**src/sv/skf_pkg.sv**
```systemverilog
// Shared types and constants of the scalar Kalman filter.
`default_nettype none

package skf_pkg;

  // Configuration register indexes.
  localparam int unsigned CFG_IDX_W = 2;
  localparam logic [CFG_IDX_W-1:0] REG_PROCESS_NOISE = 2'd0;
  localparam logic [CFG_IDX_W-1:0] REG_MEASURE_NOISE = 2'd1;
  localparam logic [CFG_IDX_W-1:0] REG_BIAS_OFFSET   = 2'd2;

  // Reset value of the measurement noise register (1.0 in Q16.16).
  localparam int unsigned MEASURE_NOISE_RST = 65536;

  // Commands from the controller to the datapath.
  typedef struct packed {
    logic load;      // Input beat taken: apply restart, form P + q and z - x.
    logic setup;     // Form the divisor and clear the accumulators.
    logic div_step;  // One quotient bit of the gain.
    logic div_first; // First quotient bit: remainder is not doubled.
    logic acc_last;  // Fold the last quotient bit into the products.
    logic finish;    // Form the new estimate and variance.
  } skf_cmd_t;

  // Status from the datapath to the controller.
  typedef struct packed {
    logic out_free;  // The output register can take a result this cycle.
  } skf_stat_t;

endpackage

`default_nettype wire

```
**src/sv/skf_if.sv**
```systemverilog
// Handshake channel interfaces of the scalar Kalman filter.
`default_nettype none

interface skf_in_if #(
  parameter int DATA_WIDTH = 32
);
  logic                         valid;
  logic                         ready;
  logic signed [DATA_WIDTH-1:0] sample;
  logic                         restart;

  modport source (output valid, output sample, output restart, input ready);
  modport sink (input valid, input sample, input restart, output ready);
endinterface

interface skf_out_if #(
  parameter int DATA_WIDTH = 32
);
  logic                         valid;
  logic                         ready;
  logic signed [DATA_WIDTH-1:0] estimate;
  logic [DATA_WIDTH-1:0]        error_variance;

  modport source (output valid, output estimate, output error_variance, input ready);
  modport sink (input valid, input estimate, input error_variance, output ready);
endinterface

interface skf_cfg_if #(
  parameter int DATA_WIDTH = 32
);
  logic                           valid;
  logic                           ready;
  logic [skf_pkg::CFG_IDX_W-1:0]  index;
  logic [DATA_WIDTH-1:0]          data;

  modport source (output valid, output index, output data, input ready);
  modport sink (input valid, input index, input data, output ready);
endinterface

`default_nettype wire

```
**src/sv/scalar_kalman_filter.sv**
```systemverilog
// Top level of the scalar Kalman filter: controller and datapath.
`default_nettype none

// One-dimensional Kalman filter on a stream of signed fixed-point samples
// with DATA_WIDTH bits and FRAC_BITS fraction bits (Q16.16 by default).
// For each input beat the filter adds the process noise to the variance,
// computes the gain K = P / (P + r), updates the estimate as
// x + K * (z - x) - offset, shrinks the variance to (1 - K) * P and returns
// the new estimate and variance as one output beat. When the restart bit is
// set, the estimate and variance are cleared before the sample is used. A
// zero denominator gives a zero gain, and the estimate saturates at the
// signed range of the format while the variance sum saturates at its
// unsigned maximum. After the accepting edge the sample passes through the
// setup, divide, accumulate and finish states before its result is loaded
// into the output register, and the next sample is accepted in the cycle
// after that. The divide state runs a restoring divider, which produces one
// gain bit per cycle; the two products with the gain are accumulated bit
// by bit alongside, plus a last step for the final bit. The output register
// holds a finished result until it is taken, and the next sample may be
// accepted and worked on meanwhile; its result then waits until the output
// register is free. Configuration registers are written through their own
// channel, which is always ready, and must only be written while the filter
// is idle. A write to an index beyond the bias offset register is ignored.
module scalar_kalman_filter #(
  parameter int DATA_WIDTH = 32,
  parameter int FRAC_BITS  = 16
) (
  input  wire logic clk_i,
  input  wire logic rst_ni,
  skf_in_if.sink    in_i,
  skf_out_if.source out_o,
  skf_cfg_if.sink   cfg_i
);
  import skf_pkg::*;

  // Commands flow from the controller, status back from the datapath.
  skf_cmd_t  cmd;
  skf_stat_t stat;

  skf_ctrl #(
    .FRAC_BITS (FRAC_BITS)
  ) u_ctrl (
    .clk_i      (clk_i),
    .rst_ni     (rst_ni),
    .in_valid_i (in_i.valid),
    .in_ready_o (in_i.ready),
    .stat_i     (stat),
    .cmd_o      (cmd)
  );

  skf_datapath #(
    .DATA_WIDTH (DATA_WIDTH),
    .FRAC_BITS  (FRAC_BITS)
  ) u_datapath (
    .clk_i            (clk_i),
    .rst_ni           (rst_ni),
    .cmd_i            (cmd),
    .stat_o           (stat),
    .sample_i         (in_i.sample),
    .restart_i        (in_i.restart),
    .cfg_valid_i      (cfg_i.valid),
    .cfg_ready_o      (cfg_i.ready),
    .cfg_index_i      (cfg_i.index),
    .cfg_data_i       (cfg_i.data),
    .out_valid_o      (out_o.valid),
    .out_ready_i      (out_o.ready),
    .estimate_o       (out_o.estimate),
    .error_variance_o (out_o.error_variance)
  );

endmodule

`default_nettype wire

```
**src/sv/skf_ctrl.sv**
```systemverilog
// Sequencing state machine of the scalar Kalman filter.
`default_nettype none

module skf_ctrl #(
  parameter int FRAC_BITS = 16
) (
  input  wire logic               clk_i,
  input  wire logic               rst_ni,
  input  wire logic               in_valid_i,
  output logic                    in_ready_o,
  input  wire skf_pkg::skf_stat_t stat_i,
  output skf_pkg::skf_cmd_t       cmd_o
);
  import skf_pkg::*;

  localparam int CNT_W = $clog2(FRAC_BITS + 1);

  typedef enum logic [2:0] {
    ST_IDLE,
    ST_SETUP,
    ST_DIV,
    ST_ACC,
    ST_FIN
  } state_e;

  state_e             state_q, state_d;
  logic [CNT_W-1:0]   cnt_q, cnt_d;

  always_comb begin
    state_d = state_q;
    cnt_d   = '0;
    unique case (state_q)
      ST_IDLE: begin
        if (in_valid_i) begin
          state_d = ST_SETUP;
        end
      end
      ST_SETUP: begin
        state_d = ST_DIV;
      end
      ST_DIV: begin
        cnt_d = cnt_q + CNT_W'(1);
        if (cnt_q == CNT_W'(FRAC_BITS)) begin
          state_d = ST_ACC;
          cnt_d   = '0;
        end
      end
      ST_ACC: begin
        state_d = ST_FIN;
      end
      ST_FIN: begin
        if (stat_i.out_free) begin
          state_d = ST_IDLE;
        end
      end
      default: begin
        state_d = ST_IDLE;
      end
    endcase
  end

  always_ff @(posedge clk_i or negedge rst_ni) begin
    if (!rst_ni) begin
      state_q <= ST_IDLE;
      cnt_q   <= '0;
    end else begin
      state_q <= state_d;
      cnt_q   <= cnt_d;
    end
  end

  assign in_ready_o      = (state_q == ST_IDLE);
  assign cmd_o.load      = (state_q == ST_IDLE) && in_valid_i;
  assign cmd_o.setup     = (state_q == ST_SETUP);
  assign cmd_o.div_step  = (state_q == ST_DIV);
  assign cmd_o.div_first = (state_q == ST_DIV) && (cnt_q == '0);
  assign cmd_o.acc_last  = (state_q == ST_ACC);
  assign cmd_o.finish    = (state_q == ST_FIN) && stat_i.out_free;

`ifndef ASSERT_OFF
  a_cnt_idle: assert property (@(posedge clk_i) disable iff (!rst_ni)
    (state_q != ST_DIV) |-> (cnt_q == '0))
    else $error("Step counter is not cleared outside the divide phase.");

  a_fin_hold: assert property (@(posedge clk_i) disable iff (!rst_ni)
    (state_q == ST_FIN && !stat_i.out_free) |=> (state_q == ST_FIN))
    else $error("Result left before the output register was free.");
`endif

endmodule

`default_nettype wire

```
**src/sv/skf_datapath.sv**
```systemverilog
// Arithmetic, state and configuration registers of the scalar Kalman filter.
`default_nettype none

module skf_datapath #(
  parameter int DATA_WIDTH = 32,
  parameter int FRAC_BITS  = 16
) (
  input  wire logic                            clk_i,
  input  wire logic                            rst_ni,
  input  wire skf_pkg::skf_cmd_t               cmd_i,
  output skf_pkg::skf_stat_t                   stat_o,
  input  wire logic signed [DATA_WIDTH-1:0]    sample_i,
  input  wire logic                            restart_i,
  input  wire logic                            cfg_valid_i,
  output logic                                 cfg_ready_o,
  input  wire logic [skf_pkg::CFG_IDX_W-1:0]   cfg_index_i,
  input  wire logic [DATA_WIDTH-1:0]           cfg_data_i,
  output logic                                 out_valid_o,
  input  wire logic                            out_ready_i,
  output logic signed [DATA_WIDTH-1:0]         estimate_o,
  output logic [DATA_WIDTH-1:0]                error_variance_o
);
  import skf_pkg::*;

  localparam int W   = DATA_WIDTH;
  localparam int F   = FRAC_BITS;
  localparam int AXW = W + F + 2;  // k * (z - x), signed
  localparam int APW = W + F + 1;  // k * P', unsigned

  localparam logic signed [W-1:0] SMAX_W = {1'b0, {(W-1){1'b1}}};
  localparam logic signed [W-1:0] SMIN_W = {1'b1, {(W-1){1'b0}}};

  // Configuration registers.
  logic [W-1:0]          q_q;
  logic [W-1:0]          r_q;
  logic signed [W-1:0]   bias_q;

  // Filter state.
  logic signed [W-1:0]   x_q;
  logic [W-1:0]          var_q;

  // Per-sample working registers.
  logic [W-1:0]          p_q;
  logic signed [W:0]     diff_q;
  logic [W:0]            den_q;
  logic                  den_zero_q;
  logic [W:0]            rem_q;
  logic                  qbit_q;
  logic signed [AXW-1:0] acc_x_q;
  logic [APW-1:0]        acc_p_q;

  // Output register.
  logic                  out_valid_q;
  logic signed [W-1:0]   est_q;
  logic [W-1:0]          evar_q;

  // Load-time terms.
  logic signed [W-1:0]   x_eff;
  logic [W-1:0]          v_eff;
  logic [W:0]            psum;
  logic [W-1:0]          p_d;
  logic signed [W:0]     diff_d;

  // Divider step.
  logic [W+1:0]          trial;
  logic                  ge;
  logic [W+1:0]          trial_sub;

  // Accumulator step.
  logic signed [AXW-1:0] addend_x;
  logic [APW-1:0]        addend_p;

  // Final terms.
  logic signed [AXW-1:0] sum_x;
  logic signed [W-1:0]   x_new;
  logic [APW-1:0]        var_full;

  assign x_eff  = restart_i ? '0 : x_q;
  assign v_eff  = restart_i ? '0 : var_q;
  assign psum   = {1'b0, v_eff} + {1'b0, q_q};
  assign p_d    = psum[W] ? {W{1'b1}} : psum[W-1:0];
  assign diff_d = (W+1)'(sample_i) - (W+1)'(x_eff);

  assign trial     = cmd_i.div_first ? {1'b0, rem_q} : {rem_q, 1'b0};
  assign ge        = !den_zero_q && (trial >= {1'b0, den_q});
  assign trial_sub = trial - {1'b0, den_q};

  assign addend_x = qbit_q ? AXW'(diff_q) : '0;
  assign addend_p = qbit_q ? APW'(p_q) : '0;

  assign sum_x = AXW'(x_q) + (acc_x_q >>> F) - AXW'(bias_q);
  always_comb begin
    if (sum_x > AXW'(SMAX_W)) begin
      x_new = SMAX_W;
    end else if (sum_x < AXW'(SMIN_W)) begin
      x_new = SMIN_W;
    end else begin
      x_new = sum_x[W-1:0];
    end
  end
  assign var_full = {1'b0, p_q, {F{1'b0}}} - acc_p_q;

  assign stat_o.out_free = !out_valid_q || out_ready_i;

  // Configuration writes.
  assign cfg_ready_o = 1'b1;
  always_ff @(posedge clk_i or negedge rst_ni) begin
    if (!rst_ni) begin
      q_q    <= '0;
      r_q    <= W'(MEASURE_NOISE_RST);
      bias_q <= '0;
    end else if (cfg_valid_i) begin
      unique case (cfg_index_i)
        REG_PROCESS_NOISE: q_q    <= cfg_data_i;
        REG_MEASURE_NOISE: r_q    <= cfg_data_i;
        REG_BIAS_OFFSET:   bias_q <= cfg_data_i;
        default: ;
      endcase
    end
  end

  // Filter state and output valid.
  always_ff @(posedge clk_i or negedge rst_ni) begin
    if (!rst_ni) begin
      x_q         <= '0;
      var_q       <= '0;
      out_valid_q <= 1'b0;
    end else begin
      if (cmd_i.load) begin
        x_q <= x_eff;
      end else if (cmd_i.finish) begin
        x_q   <= x_new;
        var_q <= var_full[W+F-1:F];
      end
      if (cmd_i.finish) begin
        out_valid_q <= 1'b1;
      end else if (out_ready_i) begin
        out_valid_q <= 1'b0;
      end
    end
  end

  // Working registers and output payload.
  always_ff @(posedge clk_i) begin
    if (cmd_i.load) begin
      p_q    <= p_d;
      diff_q <= diff_d;
    end
    if (cmd_i.setup) begin
      den_q      <= {1'b0, p_q} + {1'b0, r_q};
      den_zero_q <= (p_q == '0) && (r_q == '0);
      rem_q      <= {1'b0, p_q};
      qbit_q     <= 1'b0;
      acc_x_q    <= '0;
      acc_p_q    <= '0;
    end
    if (cmd_i.div_step) begin
      rem_q  <= ge ? trial_sub[W:0] : trial[W:0];
      qbit_q <= ge;
    end
    if (cmd_i.div_step || cmd_i.acc_last) begin
      acc_x_q <= (acc_x_q <<< 1) + addend_x;
      acc_p_q <= (acc_p_q << 1) + addend_p;
    end
    if (cmd_i.finish) begin
      est_q  <= x_new;
      evar_q <= var_full[W+F-1:F];
    end
  end

  assign out_valid_o      = out_valid_q;
  assign estimate_o       = est_q;
  assign error_variance_o = evar_q;

`ifndef ASSERT_OFF
  a_rem_below_den: assert property (@(posedge clk_i) disable iff (!rst_ni)
    (cmd_i.div_step && !cmd_i.div_first && !den_zero_q) |-> (rem_q < den_q))
    else $error("Divider remainder is not below the divisor.");

  a_valid_source: assert property (@(posedge clk_i) disable iff (!rst_ni)
    $rose(out_valid_q) |-> $past(cmd_i.finish))
    else $error("Output valid rose without a finished sample.");

  a_var_shrinks: assert property (@(posedge clk_i) disable iff (!rst_ni)
    cmd_i.finish |=> (var_q <= $past(p_q)))
    else $error("Updated variance exceeds the predicted variance.");
`endif

endmodule

`default_nettype wire

```
**src/flat_wrapper.sv**
```systemverilog
// flat-port wrapper written by rule: the top's interface ports become plain ports
module scalar_kalman_filter_flat import skf_pkg::*;
#(
  parameter int DATA_WIDTH = 32,
  parameter int FRAC_BITS  = 16
)
  (clk_i, rst_ni, in_i_valid, in_i_sample, in_i_restart, in_i_ready, out_o_valid, out_o_estimate, out_o_error_variance, out_o_ready, cfg_i_valid, cfg_i_index, cfg_i_data, cfg_i_ready);
  skf_in_if #(.DATA_WIDTH(DATA_WIDTH)) in_i_i ();
  skf_out_if #(.DATA_WIDTH(DATA_WIDTH)) out_o_i ();
  skf_cfg_if #(.DATA_WIDTH(DATA_WIDTH)) cfg_i_i ();
  input  wire logic clk_i;
  input  wire logic rst_ni;
  input wire logic [$bits(in_i_i.valid)-1:0] in_i_valid;
  input wire logic [$bits(in_i_i.sample)-1:0] in_i_sample;
  input wire logic [$bits(in_i_i.restart)-1:0] in_i_restart;
  output wire logic [$bits(in_i_i.ready)-1:0] in_i_ready;
  output wire logic [$bits(out_o_i.valid)-1:0] out_o_valid;
  output wire logic [$bits(out_o_i.estimate)-1:0] out_o_estimate;
  output wire logic [$bits(out_o_i.error_variance)-1:0] out_o_error_variance;
  input wire logic [$bits(out_o_i.ready)-1:0] out_o_ready;
  input wire logic [$bits(cfg_i_i.valid)-1:0] cfg_i_valid;
  input wire logic [$bits(cfg_i_i.index)-1:0] cfg_i_index;
  input wire logic [$bits(cfg_i_i.data)-1:0] cfg_i_data;
  output wire logic [$bits(cfg_i_i.ready)-1:0] cfg_i_ready;
  assign in_i_i.valid = in_i_valid;
  assign in_i_i.sample = in_i_sample;
  assign in_i_i.restart = in_i_restart;
  assign in_i_ready = in_i_i.ready;
  assign out_o_valid = out_o_i.valid;
  assign out_o_estimate = out_o_i.estimate;
  assign out_o_error_variance = out_o_i.error_variance;
  assign out_o_i.ready = out_o_ready;
  assign cfg_i_i.valid = cfg_i_valid;
  assign cfg_i_i.index = cfg_i_index;
  assign cfg_i_i.data = cfg_i_data;
  assign cfg_i_ready = cfg_i_i.ready;
  scalar_kalman_filter #(.DATA_WIDTH(DATA_WIDTH), .FRAC_BITS(FRAC_BITS)) u_core (.clk_i(clk_i), .rst_ni(rst_ni), .in_i(in_i_i), .out_o(out_o_i), .cfg_i(cfg_i_i));
endmodule
```
**config.mk**
```make
export PLATFORM = sky130hd
export DESIGN_NAME = scalar_kalman_filter_flat
export DESIGN_NICKNAME = d
export VERILOG_FILES = /design/src/sv/skf_pkg.sv /design/src/sv/skf_if.sv /design/src/sv/scalar_kalman_filter.sv /design/src/sv/skf_ctrl.sv /design/src/sv/skf_datapath.sv /design/src/flat_wrapper.sv
export SDC_FILE = /design/constraint.sdc
export NUM_CORES = 1
export LEC_CHECK = 0
export ABC_CLOCK_PERIOD_IN_PS = 8000
export BUFFER_PORTS_ARGS = -buffer_cell sky130_fd_sc_hd__buf_2
export CAP_MARGIN = 10
export CELL_PAD_IN_SITES_DETAIL_PLACEMENT = 0
export CELL_PAD_IN_SITES_GLOBAL_PLACEMENT = 1
export CORE_UTILIZATION = 25
export CTS_CLUSTER_SIZE = 30
export DETAILED_ROUTE_END_ITERATION = 6
export HOLD_SLACK_MARGIN = 0.12
export MAX_ROUTING_LAYER = met4
export PLACE_DENSITY_LB_ADDON = 0.08
export SLEW_MARGIN = 10
export SYNTH_ARGS = -nofsm -noshare
export SYNTH_HDL_FRONTEND = slang
export SYNTH_SLANG_ARGS = --single-unit
```
**constraint.sdc**
```tcl
create_clock -name clk_i -period 8 [get_ports clk_i]
set_clock_uncertainty 0.05 [all_clocks]
set_input_delay 0.4 -clock clk_i [delete_from_list [all_inputs] [get_ports clk_i]]
set_output_delay 0.4 -clock clk_i [all_outputs]
set_load 0.03 [all_outputs]
```
# After elaboration in Yosys (flattened, before gate mapping)
# Cells that the tools add are included.
# word_totals
regBits	464
latch_bits	0
mem_bits_rw	0
rom_bits	0
inputBits	72
output_inout_bits	67
wordCells	91
memories	0
# classes
addsub	10
n_mul	0
div_mod_pow	0
order_cmp	3
n_eq_ne	10
shift	0
mux	26
bitwise_logic	1
n_reduce_logical	23
# ops
operator	count
32-bit two-way mux	7
50-bit two-way mux	3
33-bit two-way mux	3
48-bit two-way mux	2
32-bit by 32-bit adder with 33-bit output	2
32-bit logical NOT	2
50-bit adder	1
48-bit by 32-bit adder with 48-bit output	1
48-bit subtractor	1
36-bit by 32-bit greater-than comparator with 1-bit output, second input constant	1
36-bit by 32-bit less-than comparator with 1-bit output, second input constant	1
35-bit by 32-bit subtractor with 36-bit output	1
32-bit by 34-bit adder with 35-bit output	1
34-bit by 33-bit >= comparator with 1-bit output	1
34-bit two-way mux	1
32-bit by 32-bit subtractor with 33-bit output	1
33-bit subtractor	1
3-bit case mux with 5 select lines	1
5-bit two-way mux	2
3-bit two-way mux	3
2-bit AND reduction	4
2-bit nonzero test	4
3-bit by 2-bit equality test with 1-bit output, second input constant	2
5-bit by 1-bit adder with 5-bit output, second input constant	1
16 further kinds	26

# Logic depth before layout (Yosys ltp)
# Gate-level depths: netlist of the first run.
# logic_depth
ltp_word	7
ltp_mapped	21
depth_no_buf	18

# Cells and area by module
# From an unflattened synthesis of the first run, not the netlist that was laid out.
# unflattened
cells_unflattened	3375
area_unflattened_um2	33059.2
# by_module_without_submodules
mod	n_inst	cells_per_inst	area_per_inst_um2	seq_area_each_um2
skf_datapath	1	3335	32637.6	12888.6
skf_ctrl	1	40	421.7	200.2

# Worst setup path after synthesis of the first run
# No wires, ideal clock.
# synth_timing
kind	flip-flop to flip-flop
from	reg u_core.u_ctrl.state_q[1]
to	reg u_core.u_datapath.rem_q[31], data pin
setup_ns	0.267
arrival_time_ns	3.964
path_slack_ns	3.718
stages_incl_launch_ff	21
n_path_buf	3
synth_period_minus_slack_ns	4.282
cell_sequence	dfrtp_1 nor2b_1 nand2b_1 clkbuf_1 nor3_1 clkbuf_1 nand2_1 ha_1 inv_1 fa_1 a211oi_1 o21a_1 o21ai_0 a21o_1 a22oi_1 a311oi_1 o21bai_2 clkbuf_1 and3_1 a21oi_1 o31ai_1
# synth_via
elab_chain_cells	7
elab_cells_between_ends	8
cone_classes	1 x add/sub; 1 x order compare; 1 x eq/ne; 3 x mux; 2 x reduce/logical
# synth_lines
element	line	rtl
from (decl)	skf_ctrl.sv:26	state_e state_q, state_d;
from (signal assigned)	skf_ctrl.sv:67	state_q <= state_d;
3-bit by 2-bit equality test with 1-bit output *	skf_ctrl.sv:75, skf_ctrl.sv:76	
1-bit logical AND	skf_ctrl.sv:76	assign cmd_o.div_first = (state_q == ST_DIV) && (cnt_q == '0);
34-bit two-way mux	skf_datapath.sv:84	assign trial = cmd_i.div_first ? {1'b0, rem_q} : {rem_q, 1'b0};
34-bit by 33-bit >= comparator with 1-bit output	skf_datapath.sv:85	assign ge = !den_zero_q && (trial >= {1'b0, den_q});
1-bit logical AND	skf_datapath.sv:85	
33-bit two-way mux	skf_datapath.sv:158	rem_q <= ge ? trial_sub[W:0] : trial[W:0];
33-bit two-way mux *	skf_datapath.sv:157	if (cmd_i.div_step) begin
to (signal assigned)	skf_datapath.sv:152	rem_q <= {1'b0, p_q};
to (signal assigned)	skf_datapath.sv:158	
to (decl)	skf_datapath.sv:47	logic [W:0] rem_q;
# Every way passes the cells marked *; elsewhere a longest branch is shown, timed or not.
# A chain may end at the register's enable or synchronous reset.

# Worst setup path in the final report of the first run
# layout_timing
from	reg u_core.u_ctrl.state_q[1]
to	reg u_core.u_datapath.rem_q[6], data pin
# The elaborated chain is that of the path after synthesis.

==> run_results.csv, run 1 <==
group,metric,value,unit
outcome,outcome,"complete, no violations",
synthesis,yosysWarnings,0,
job,drv_cap,0,
min_path,min_from,"in_i_sample[0]",
final_layout,drive_gt1_share,11.5,%
critical_path,crit_type,"flop to flop",
critical_path,regToRegSetupSlack,2070,ps
timing,relSlewSlack,27.0,%
synthesis,ys_async_sr_fraction,36.4,%
final_layout,nets,4131,
global_routing,first_global_vias,27300,
drt,drc,0,
drt,vias_per_cell,4.74,
synthesis,yosysTopAreaCell,"edfxtp_1",
min_path,holdPathStages,4,
synthesis,synthTopCellsByCount,"365 x nand2_1, 298 x inv_1, 295 x edfxtp_1",
clocking,clk_path_buf_depth,3,
timing,setup_violations,0,
final_layout,multi_input_area,19000,µm²
synthesis,ys_ff_latch,464,
global_routing,grt_first_pass_wirelength,181000,µm
final_layout,seq_area,13100,µm²
min_path,whs_endpoint,"u_core.u_datapath.diff_q[0]$_DFFE_PP_",
floorplan,rows,134,
critical_path,worstReg2RegEnd,"u_core.u_datapath.rem_q[6]$_DFFE_PP_",
synthesis,yosys-top-cells-area,"edfxtp_1 26%, dfrtp_1 13%, ha_1 10%, xnor2_1 4.1%, nand2_1 4.1%",
synthesis,netlist_area,33600,µm²
floorplan,die_h,369,µm
timing,fin_ws,2070,ps
clocking,clkTransAtPathRegs,50,ps
synthesis,syn-num-nets,3975,
floorplan,io_pins,139,
final_layout,fill_cells,14400,
clocking,root_buffer,"clkbuf_16",
critical_path,worstPathRequired,8320,ps
placed_design,gp_congestion,0.799,
synthesis,synth_area_per_cell,9.38,µm²
critical_path,r2r_cells,19,
floorplan,dieArea,136000,µm²
timing,rsz0062_at_grt,"false",
critical_path,reg2reg_from,"u_core.u_ctrl.state_q[1]$_DFFE_PN0P_",
floorplan,core,133000,µm²
timing,drv_slew,0,
synthesis,synth_top_flop_cell,"edfxtp_1",
drt,avgRoutedWirePerCell,21.7,µm
critical_path,critPathCaptureType,"flop",
drt,vias,26400,
placed_design,pre_cts_ws,1940,ps
floorplan,die_w,369,µm
clocking,clock_latency,650,ps
min_path,hold_class,"primary input to flop",
placed_design,hpwl,92900,µm
clocking,cts.sinks,464,
drt,drt-total-wl,121000,µm
synthesis,synth_edf_count,295,
clocking,htreeDepth,3,
synthesis,yosysTopAreaCellShare,26.3,%
synthesis,synth-seq-area-share,38.9,%
global_routing,grt_util_all_layers,18.3,%
global_routing,grt_antenna_before_repair,3,
floorplan,start_util,25.2,%
synthesis,syn_inst,3586,
timing,fmax,169,MHz
timing,period_minus_slack,5930,ps
synthesis,yosysUniqueCellTypes,95,
timing,finalCritPeriodShare,74.1,%
drt,drt_iter0_markers,1397,
timing,hold_viol_final,0,
global_routing,grt_max_degree,81,
timing,tns,0,ps
drt,first_pass_iters,5,
final_layout,syn_to_final_growth,15.8,%
drt,antenna_left,0,
clocking,cts_made_buffers,67,
critical_path,critPathArrivalTime,6250,ps
final_layout,final_area,39000,µm²
clocking,cts_tree,"built",
global_routing,gr-total-overflow,0,
critical_path,start_kind,"flop",
timing,tightest_slew,1080,ps
placed_design,dpl-instance-area,36400,µm²
synthesis,yosysMostFrequentCell,"nand2_1",
critical_path,path_max_fanout,61,
placed_design,io_buffers,137,
## flip-flops by register name, indices dropped and copies added, names as in the netlist
name	count
u_core.u_datapath.r_q	32
u_core.u_ctrl.cnt_q	5
u_core.u_datapath.diff_q	33
u_core.u_datapath.x_q	32
u_core.u_datapath.error_variance_o	32
u_core.u_datapath.q_q	32
u_core.u_datapath.den_zero_q	1
u_core.u_datapath.qbit_q	1
u_core.u_datapath.estimate_o	32
u_core.u_datapath.out_valid_o	1
u_core.u_ctrl.state_q	3
u_core.u_datapath.bias_q	32
u_core.u_datapath.acc_x_q	50
u_core.u_datapath.acc_p_q	48
u_core.u_datapath.var_q	32
u_core.u_datapath.den_q	33
u_core.u_datapath.rem_q	33
u_core.u_datapath.p_q	32
## layout make-up
| type | count | share of cell area [%] |
|---|---|---|
| clock inverters | 28 | 0.816 |
| repair buffers | 204 | 3.36 |
| multi-input cells | 2706 | 48.8 |
| clock buffers | 92 | 4.89 |
| inverters | 299 | 2.89 |
| well taps | 1768 | 5.68 |
| diodes | 3 | 0.0193 |
| flip-flops and latches | 464 | 33.6 |
## metal layers
layer | wire length [µm] | part of all wire (%) | vias to the layer above | GRT usage, %
li1 | - | - | 13100 | -
met1 | 58000 | 48 | 12800 | 24.1
met2 | 57100 | 47 | 324 | 29.7
met3 | 3130 | 2.6 | 110 | 1.93
met4 | 2610 | 2.2 | 0 | 4.80
met5 | 0 | 0 | - | -
## cell usage in the layout, fill, tap and decap left out, types with 13 or more instances in the layout
cell	count
a211oi_1	30
a21o_1	120
a21oi_1	246
a22o_1	16
a31oi_1	28
and2_1	78
and3_1	34
buf_2	136
buf_4	30
clkbuf_1	15
clkbuf_16	70
dfrtp_1	168
dlygate4sd3_1	35
edfxtp_1	295
fa_1	40
ha_1	277
inv_1	298
mux2_2	100
nand2_1	364
nand2b_1	65
nand3_1	73
nand4_1	43
nor2_1	250
nor2b_1	62
nor3_1	42
nor4_1	31
o211ai_1	21
o21a_1	45
o21ai_0	218
o21ai_1	19
o21bai_1	35
or3_1	13
xnor2_1	157
xor2_1	81
## how the worst max path moves through the flow
| stage | start | to | slack [ps] |
|---|---|---|---|
| after floorplan | u_core.u_ctrl.state_q[1]$_DFFE_PN0P_ | u_core.u_datapath.rem_q[31]$_DFFE_PP_ | 3720 |
| after global placement | u_core.u_ctrl.state_q[1]$_DFFE_PN0P_ | u_core.u_datapath.rem_q[6]$_DFFE_PP_ | 2120 |
| after detailed placement | u_core.u_ctrl.state_q[1]$_DFFE_PN0P_ | u_core.u_datapath.rem_q[6]$_DFFE_PP_ | 1940 |
| after CTS | u_core.u_ctrl.state_q[1]$_DFFE_PN0P_ | u_core.u_datapath.rem_q[6]$_DFFE_PP_ | 1940 |
| after global routing | u_core.u_ctrl.state_q[1]$_DFFE_PN0P_ | u_core.u_datapath.rem_q[18]$_DFFE_PP_ | 1560 |
| final | u_core.u_ctrl.state_q[1]$_DFFE_PN0P_ | u_core.u_datapath.rem_q[6]$_DFFE_PP_ | 2070 |
## stage by stage
stage / util (%) / hold slack (ps) / cells
global route: 29.2 / 174 / 5561
global placement: 27.3 / 403 / 5406
finish: 29.2 / 185 / 5564
detailed placement: 27.3 / 409 / 5406
CTS: 29.2 / 131 / 5561
floorplan: - / 54.4 / 3586
## critical path, stage by stage (launching register included)
cell	delay (ps)
dfrtp_1	500
nor2b_1	170
buf_4	280
nand2b_2	110
buf_4	320
or3_1	420
buf_4	280
nand2_1	130
nand2_1	110
fa_1	470
a211oi_1	310
o21a_1	170
o21ai_0	170
a21o_1	290
a22oi_1	250
a311oi_1	200
o21bai_4	630
buf_4	430
mux2i_1	250
o21ai_0	90
## timing repair
action,CTS,global route
gates resized for setup,0,0
endpoints found under the hold margin,176,0
buffers inserted,0,0
hold buffers,35,0
## logic make-up after synthesis
kind of cell | share of synthesized area, %
mux | 3.65
xor+xnor | 6.20
simple gates | 16.0
compound gates | 17.8
other cells | 0.0112
buf+inv | 4.78
flops | 38.9
fa+ha+maj | 12.7
Power of run 1 is not shown: default switching activity piles up to over one toggle a cycle in this logic, so the estimate is an artifact.
==> run 2, diff against run 1 <==
--- a/config.mk
+++ b/config.mk
@@ -5,7 +5,7 @@
 export SDC_FILE = /design/constraint.sdc
 export NUM_CORES = 1
 export LEC_CHECK = 0
-export ABC_CLOCK_PERIOD_IN_PS = 8000
+export ABC_CLOCK_PERIOD_IN_PS = 5650
 export BUFFER_PORTS_ARGS = -buffer_cell sky130_fd_sc_hd__buf_2
 export CAP_MARGIN = 10
 export CELL_PAD_IN_SITES_DETAIL_PLACEMENT = 0
==> constraint.sdc (replaced) <==
create_clock -name clk_i -period 5.65 [get_ports clk_i]
set_clock_uncertainty 0.05 [all_clocks]
set_input_delay 0.2825 -clock clk_i [delete_from_list [all_inputs] [get_ports clk_i]]
set_output_delay 0.2825 -clock clk_i [all_outputs]
set_load 0.03 [all_outputs]
==> run 2 against run 1 <==
Against the previous run:
- register-to-register slack worse by 1300 ps
- flip-flop and latch count unchanged
- sequential share of layout area is 0.21 points lower
- cell count increased by 0.65%
- core utilization increased by 0.18 points
==> run_results.csv, run 2 (synthesized netlist as in run 1, its figures left out) <==
group,metric,value,unit
global_routing,gr-total-overflow,0,
critical_path,path_buf_inv,2,
timing,rsz0062_at_grt,"false",
critical_path,path_max_fanout,30,
final_layout,antenna_cells,0,
timing,setup_violations,0,
drt,drt_iter0_markers,1556,
global_routing,grt_util_all_layers,18.5,%
critical_path,cp_top_family,"compound AO/OA/AOI/OAI gates",
drt,vias_per_cell,4.74,
placed_design,gp_congestion,0.839,
final_layout,most-common-layout-cells,"364 x nand2_1, 298 x inv_1, 295 x edfxtp_1",
timing,drv_slew,0,
clocking,root_buffer,"clkbuf_16",
drt,drt-total-wl,122000,µm
timing,finalCritPeriodShare,86.1,%
placed_design,pre_cts_ws,732,ps
critical_path,cp_slowest_stage_delay,480,ps
critical_path,critPathCaptureType,"flop",
timing,tns,0,ps
final_layout,fill_cells,14300,
critical_path,regToRegSetupSlack,780,ps
clocking,cts_made_buffers,68,
final_layout,drive_gt1_share,11.7,%
timing,fin_ws,784,ps
drt,avgRoutedWirePerCell,21.7,µm
critical_path,cp_slowest_cell,"dfrtp_1",
timing,hold_viol_final,0,
timing,period_minus_slack,4870,ps
clocking,cts.sinks,464,
critical_path,critPathArrivalTime,5210,ps
final_layout,multi_input_area,19000,µm²
global_routing,first_global_vias,27500,
floorplan,die_h,369,µm
outcome,outcome,"complete, no violations",
job,drv_cap,0,
final_layout,layout_commonest_cell,"nand2_1",
floorplan,rows,134,
final_layout,seq_area,13100,µm²
floorplan,dieArea,136000,µm²
critical_path,worstPathRequired,5990,ps
critical_path,crit_type,"flop to flop",
final_layout,top_register,"u_core.u_datapath.acc_x_q",
drt,vias,26500,
min_path,hold_class,"primary input to flop",
final_layout,syn_to_final_growth,16.6,%
drt,antenna_left,0,
timing,relSlewSlack,29.6,%
placed_design,io_buffers,137,
clocking,htreeDepth,3,
floorplan,io_pins,139,
global_routing,grt_max_degree,128,
floorplan,die_w,369,µm
final_layout,reg_top3,"u_core.u_datapath.acc_x_q: 50 flops, u_core.u_datapath.acc_p_q: 48 flops",
floorplan,core,133000,µm²
placed_design,hpwl,94500,µm
global_routing,grt_first_pass_wirelength,182000,µm
drt,drc,0,
drt,first_pass_iters,5,
clocking,cts_tree,"built",
clocking,clock_latency,650,ps
timing,tightest_slew,1060,ps
final_layout,nets,4166,
final_layout,largest_reg_flops,50,
floorplan,start_util,25.2,%
timing,fmax,206,MHz
clocking,clk_path_buf_depth,3,
clocking,clkTransAtPathRegs,50,ps
critical_path,start_kind,"flop",
critical_path,path_cells,"nor2b_1, nand2b_2, or3_1, buf_4, nand2_1, nand2_1, ha_1, and3_1, o21ai_0, o21ai_0, a21o_1, a22oi_1, a311oi_1, o21bai_4, buf_4, and3_1, a221o_1",
global_routing,grt_antenna_before_repair,6,
[run 2: tightest hold or removal path, cell delays in order]
cell    delay [ps]
buf_2          110
ha_1           210
xor2_1          80
[run 2: path summary, 6_finish.rpt]
path | startpoint | to | depth (start not counted)
setup / recovery | u_core.u_ctrl.state_q[1]$_DFFE_PN0P_ | u_core.u_datapath.rem_q[5]$_DFFE_PP_ | 17
hold / removal | in_i_sample[15] | u_core.u_datapath.diff_q[15]$_DFFE_PP_ | 3
setup reg to reg | u_core.u_ctrl.state_q[1]$_DFFE_PN0P_ | u_core.u_datapath.rem_q[5]$_DFFE_PP_ | 17
hold reg to reg | u_core.u_datapath.var_q[9]$_DFFE_PN0P_ | u_core.u_datapath.var_q[9]$_DFFE_PN0P_ | 2
max in group asynchronous | rst_ni | u_core.u_datapath.r_q[3]$_DFFE_PN0P_ | 4
min in group asynchronous | rst_ni | u_core.u_ctrl.cnt_q[4]$_DFF_PN0_ | 3
[run 2: final cells by class]
type	count	share of cell area [%]
Timing Repair Buffer	238	4.21
Tap cell	1768	5.64
Multi-Input combinational cell	2706	48.4
Inverter	299	2.87
Sequential cell	464	33.4
Clock buffer	92	4.84
Clock inverter	33	0.619
[run 2: per-stage QoR]
step	hold slack, ps	cells	util, %	cell area, µm²
floorplan	-63.1	3586	-	33600
global placement	241	5418	27.3	36500
detailed placement	244	5418	27.3	36500
CTS	122	5600	29.4	39200
global route	164	5600	29.4	39200
finish	159	5600	29.4	39200
[run 2: metal layers]
layer | share of wire (%) | vias up | GRT usage (%)
met2 | 47 | 419 | 29.8
met5 | 0 | - | -
met4 | 2.9 | 0 | 5.99
li1 | - | 13200 | -
met1 | 47 | 12800 | 24.1
met3 | 2.5 | 139 | 1.84
[run 2: timing repair]
| action | CTS | global route |
|---|---|---|
| resized for setup | 0 | 0 |
| endpoints found under the hold margin | 159 | 0 |
| buffers inserted | 0 | 0 |
| hold buffers | 57 | 0 |
Power of run 2 is left out for the same reason.
==> run 3, diff against run 2 <==
--- a/config.mk
+++ b/config.mk
@@ -10,7 +10,7 @@
 export CAP_MARGIN = 10
 export CELL_PAD_IN_SITES_DETAIL_PLACEMENT = 0
 export CELL_PAD_IN_SITES_GLOBAL_PLACEMENT = 1
-export CORE_UTILIZATION = 25
+export CORE_UTILIZATION = 40
 export CTS_CLUSTER_SIZE = 30
 export DETAILED_ROUTE_END_ITERATION = 6
 export HOLD_SLACK_MARGIN = 0.12
==> run 3 against run 2 <==
Against the previous run:
- first-iteration DRC count is 12% higher
- worst setup slack worse by 44 ps
- global-route usage is 7.0 points higher
- flip-flop and latch count stayed put
- largest cell class unchanged
==> run_results.csv, run 3 (synthesized netlist as in run 1, its figures left out) <==
group,metric,value,unit
timing,tightest_slew,884,ps
clocking,clock_latency,630,ps
drt,drc,0,
outcome,outcome,"complete, no violations",
clocking,cts_resized,0,
final_layout,fill_cells,7957,
timing,drv_slew,0,
drt,avgRoutedWirePerCell,21.7,µm
final_layout,multi_input_area,19000,µm²
floorplan,io_pins,139,
floorplan,die_h,292,µm
clocking,cts_made_buffers,56,
drt,antenna_left,0,
floorplan,die_w,292,µm
global_routing,grt_first_pass_wirelength,162000,µm
critical_path,start_kind,"flop",
floorplan,start_util,40.7,%
final_layout,drive_gt1_share,11.3,%
global_routing,grt_antenna_before_repair,2,
final_layout,top_register,"u_core.u_datapath.acc_x_q",
placed_design,hpwl,81300,µm
placed_design,dpl-instance-area,35600,µm²
timing,period_minus_slack,4910,ps
clocking,clkTransAtPathRegs,60,ps
clocking,postCtsSetupBuffers,0,
global_routing,grt_util_all_layers,25.4,%
global_routing,gr-total-overflow,0,
final_layout,stdcell_count,4873,
final_layout,most-common-layout-cells,"364 x nand2_1, 298 x inv_1, 295 x edfxtp_1",
critical_path,crit_type,"flop to flop",
timing,setup_violations,0,
global_routing,grt_max_degree,94,
floorplan,dieArea,85200,µm²
final_layout,syn_to_final_growth,13.3,%
final_layout,nets,4141,
clocking,cts.sinks,464,
drt,top_layer_used,"met4",
clocking,root_buffer,"clkbuf_16",
placed_design,placedCellCount,4714,
clocking,clk_path_buf_depth,3,
critical_path,path_cells,"inv_1, fa_1, inv_1, ha_1, a21oi_1, a21oi_1, nor2_1, a21o_1, a21boi_2, o31a_1, o21ai_1, o21a_2, nand2b_4, o21ai_0",
timing,tns,0,ps
critical_path,cp_slowest_cell,"o21a_2",
critical_path,critPathArrivalTime,5350,ps
timing,fin_hold_ws,168,ps
final_layout,final_area,38100,µm²
timing,fmax,204,MHz
final_layout,seq_area,13100,µm²
drt,wl_met1,49400,µm
job,drv_cap,0,
timing,hold_viol_final,0,
placed_design,io_buffers,137,
drt,vias,26900,
timing,rsz0062_at_grt,"false",
min_path,hold_class,"primary input to asynchronous set/reset pin",
floorplan,core,82600,µm²
clocking,cts_tree,"built",
drt,drt_iter0_markers,1748,
timing,finalCritPeriodShare,86.9,%
final_layout,largest_reg_flops,50,
critical_path,cp_slowest_stage_delay,670,ps
clocking,htreeDepth,2,
final_layout,reg_top3,"u_core.u_datapath.acc_x_q: 50 flops, u_core.u_datapath.acc_p_q: 48 flops",
critical_path,critPathCaptureType,"flop",
drt,drt-total-wl,106000,µm
drt,routed-wl-met2,49700,µm
final_layout,layout_commonest_cell,"nand2_1",
drt,wl_met3,3740,µm
global_routing,first_global_vias,27000,
drt,vias_per_cell,5.52,
critical_path,path_max_fanout,28,
timing,relSlewSlack,41.1,%
placed_design,gp_congestion,0.906,
drt,first_pass_iters,5,
critical_path,worstPathRequired,6090,ps
floorplan,rows,105,
## run 3: cell types whose count changed in the layout (fill, tap and decap cells not counted), sizes merged
cell	change
buf	-7
bufinv	+8
clkbuf	-19
clkinv	-5
clkinvlp	+1
diode	+3
dlygate4sd3	-6
inv	-4
## run 3: metrics by stage
step                util (%)  setup slack, ps
floorplan                  -             1370
global placement        43.0              805
detailed placement      43.0              740
CTS                     46.1              729
global route            46.1              366
finish                  46.1              740
## run 3: per-layer routing
layer / global-route usage, % / vias up
met5: - / -
met4: 6.62 / 0
met3: 2.76 / 131
met2: 41.4 / 526
met1: 33.6 / 13100
li1: - / 13100
## run 3: final timing paths
kind,start,endpoint,slack [ps],cells after the start
max in group asynchronous,rst_ni,u_core.u_datapath.q_q[29]$_DFFE_PN0P_,4210,3
hold reg to reg,u_core.u_datapath.var_q[27]$_DFFE_PN0P_,u_core.u_datapath.var_q[27]$_DFFE_PN0P_,420,2
setup reg to reg,u_core.u_datapath.x_q[9]$_DFFE_PN0P_,u_core.u_datapath.x_q[1]$_DFFE_PN0P_,740,14
setup / recovery,u_core.u_datapath.x_q[9]$_DFFE_PN0P_,u_core.u_datapath.x_q[1]$_DFFE_PN0P_,740,14
hold / removal,rst_ni,u_core.u_ctrl.cnt_q[3]$_DFF_PN0_,170,2
min in group clk_i,in_i_sample[15],u_core.u_datapath.diff_q[15]$_DFFE_PP_,170,3
## run 3: critical path: cells and delay by family (launching register included)
kind | cells | cell delay [ps]
AND/OR/NAND/NOR | 2 | 890
buffers and inverters | 2 | 150
AO/OA/AOI/OAI | 8 | 2330
adder cells (fa/ha/maj) | 2 | 860
flip-flops | 1 | 470
## run 3: cell type report
cell class | instances | area share (%)
antenna | 3 | 0.0197
timing repair buffer | 225 | 3.98
clock inverter | 33 | 1.13
clock buffer | 73 | 4.23
inverter | 299 | 2.95
tap | 1070 | 3.51
multi-input combinational | 2706 | 49.8
sequential | 464 | 34.4
## run 3: timing repair
item | CTS | global route
hold buffers | 50 | 0
setup endpoints to repair | 0 | 0
hold endpoints to repair | 189 | 0
Power of run 3 is left out for the same reason.
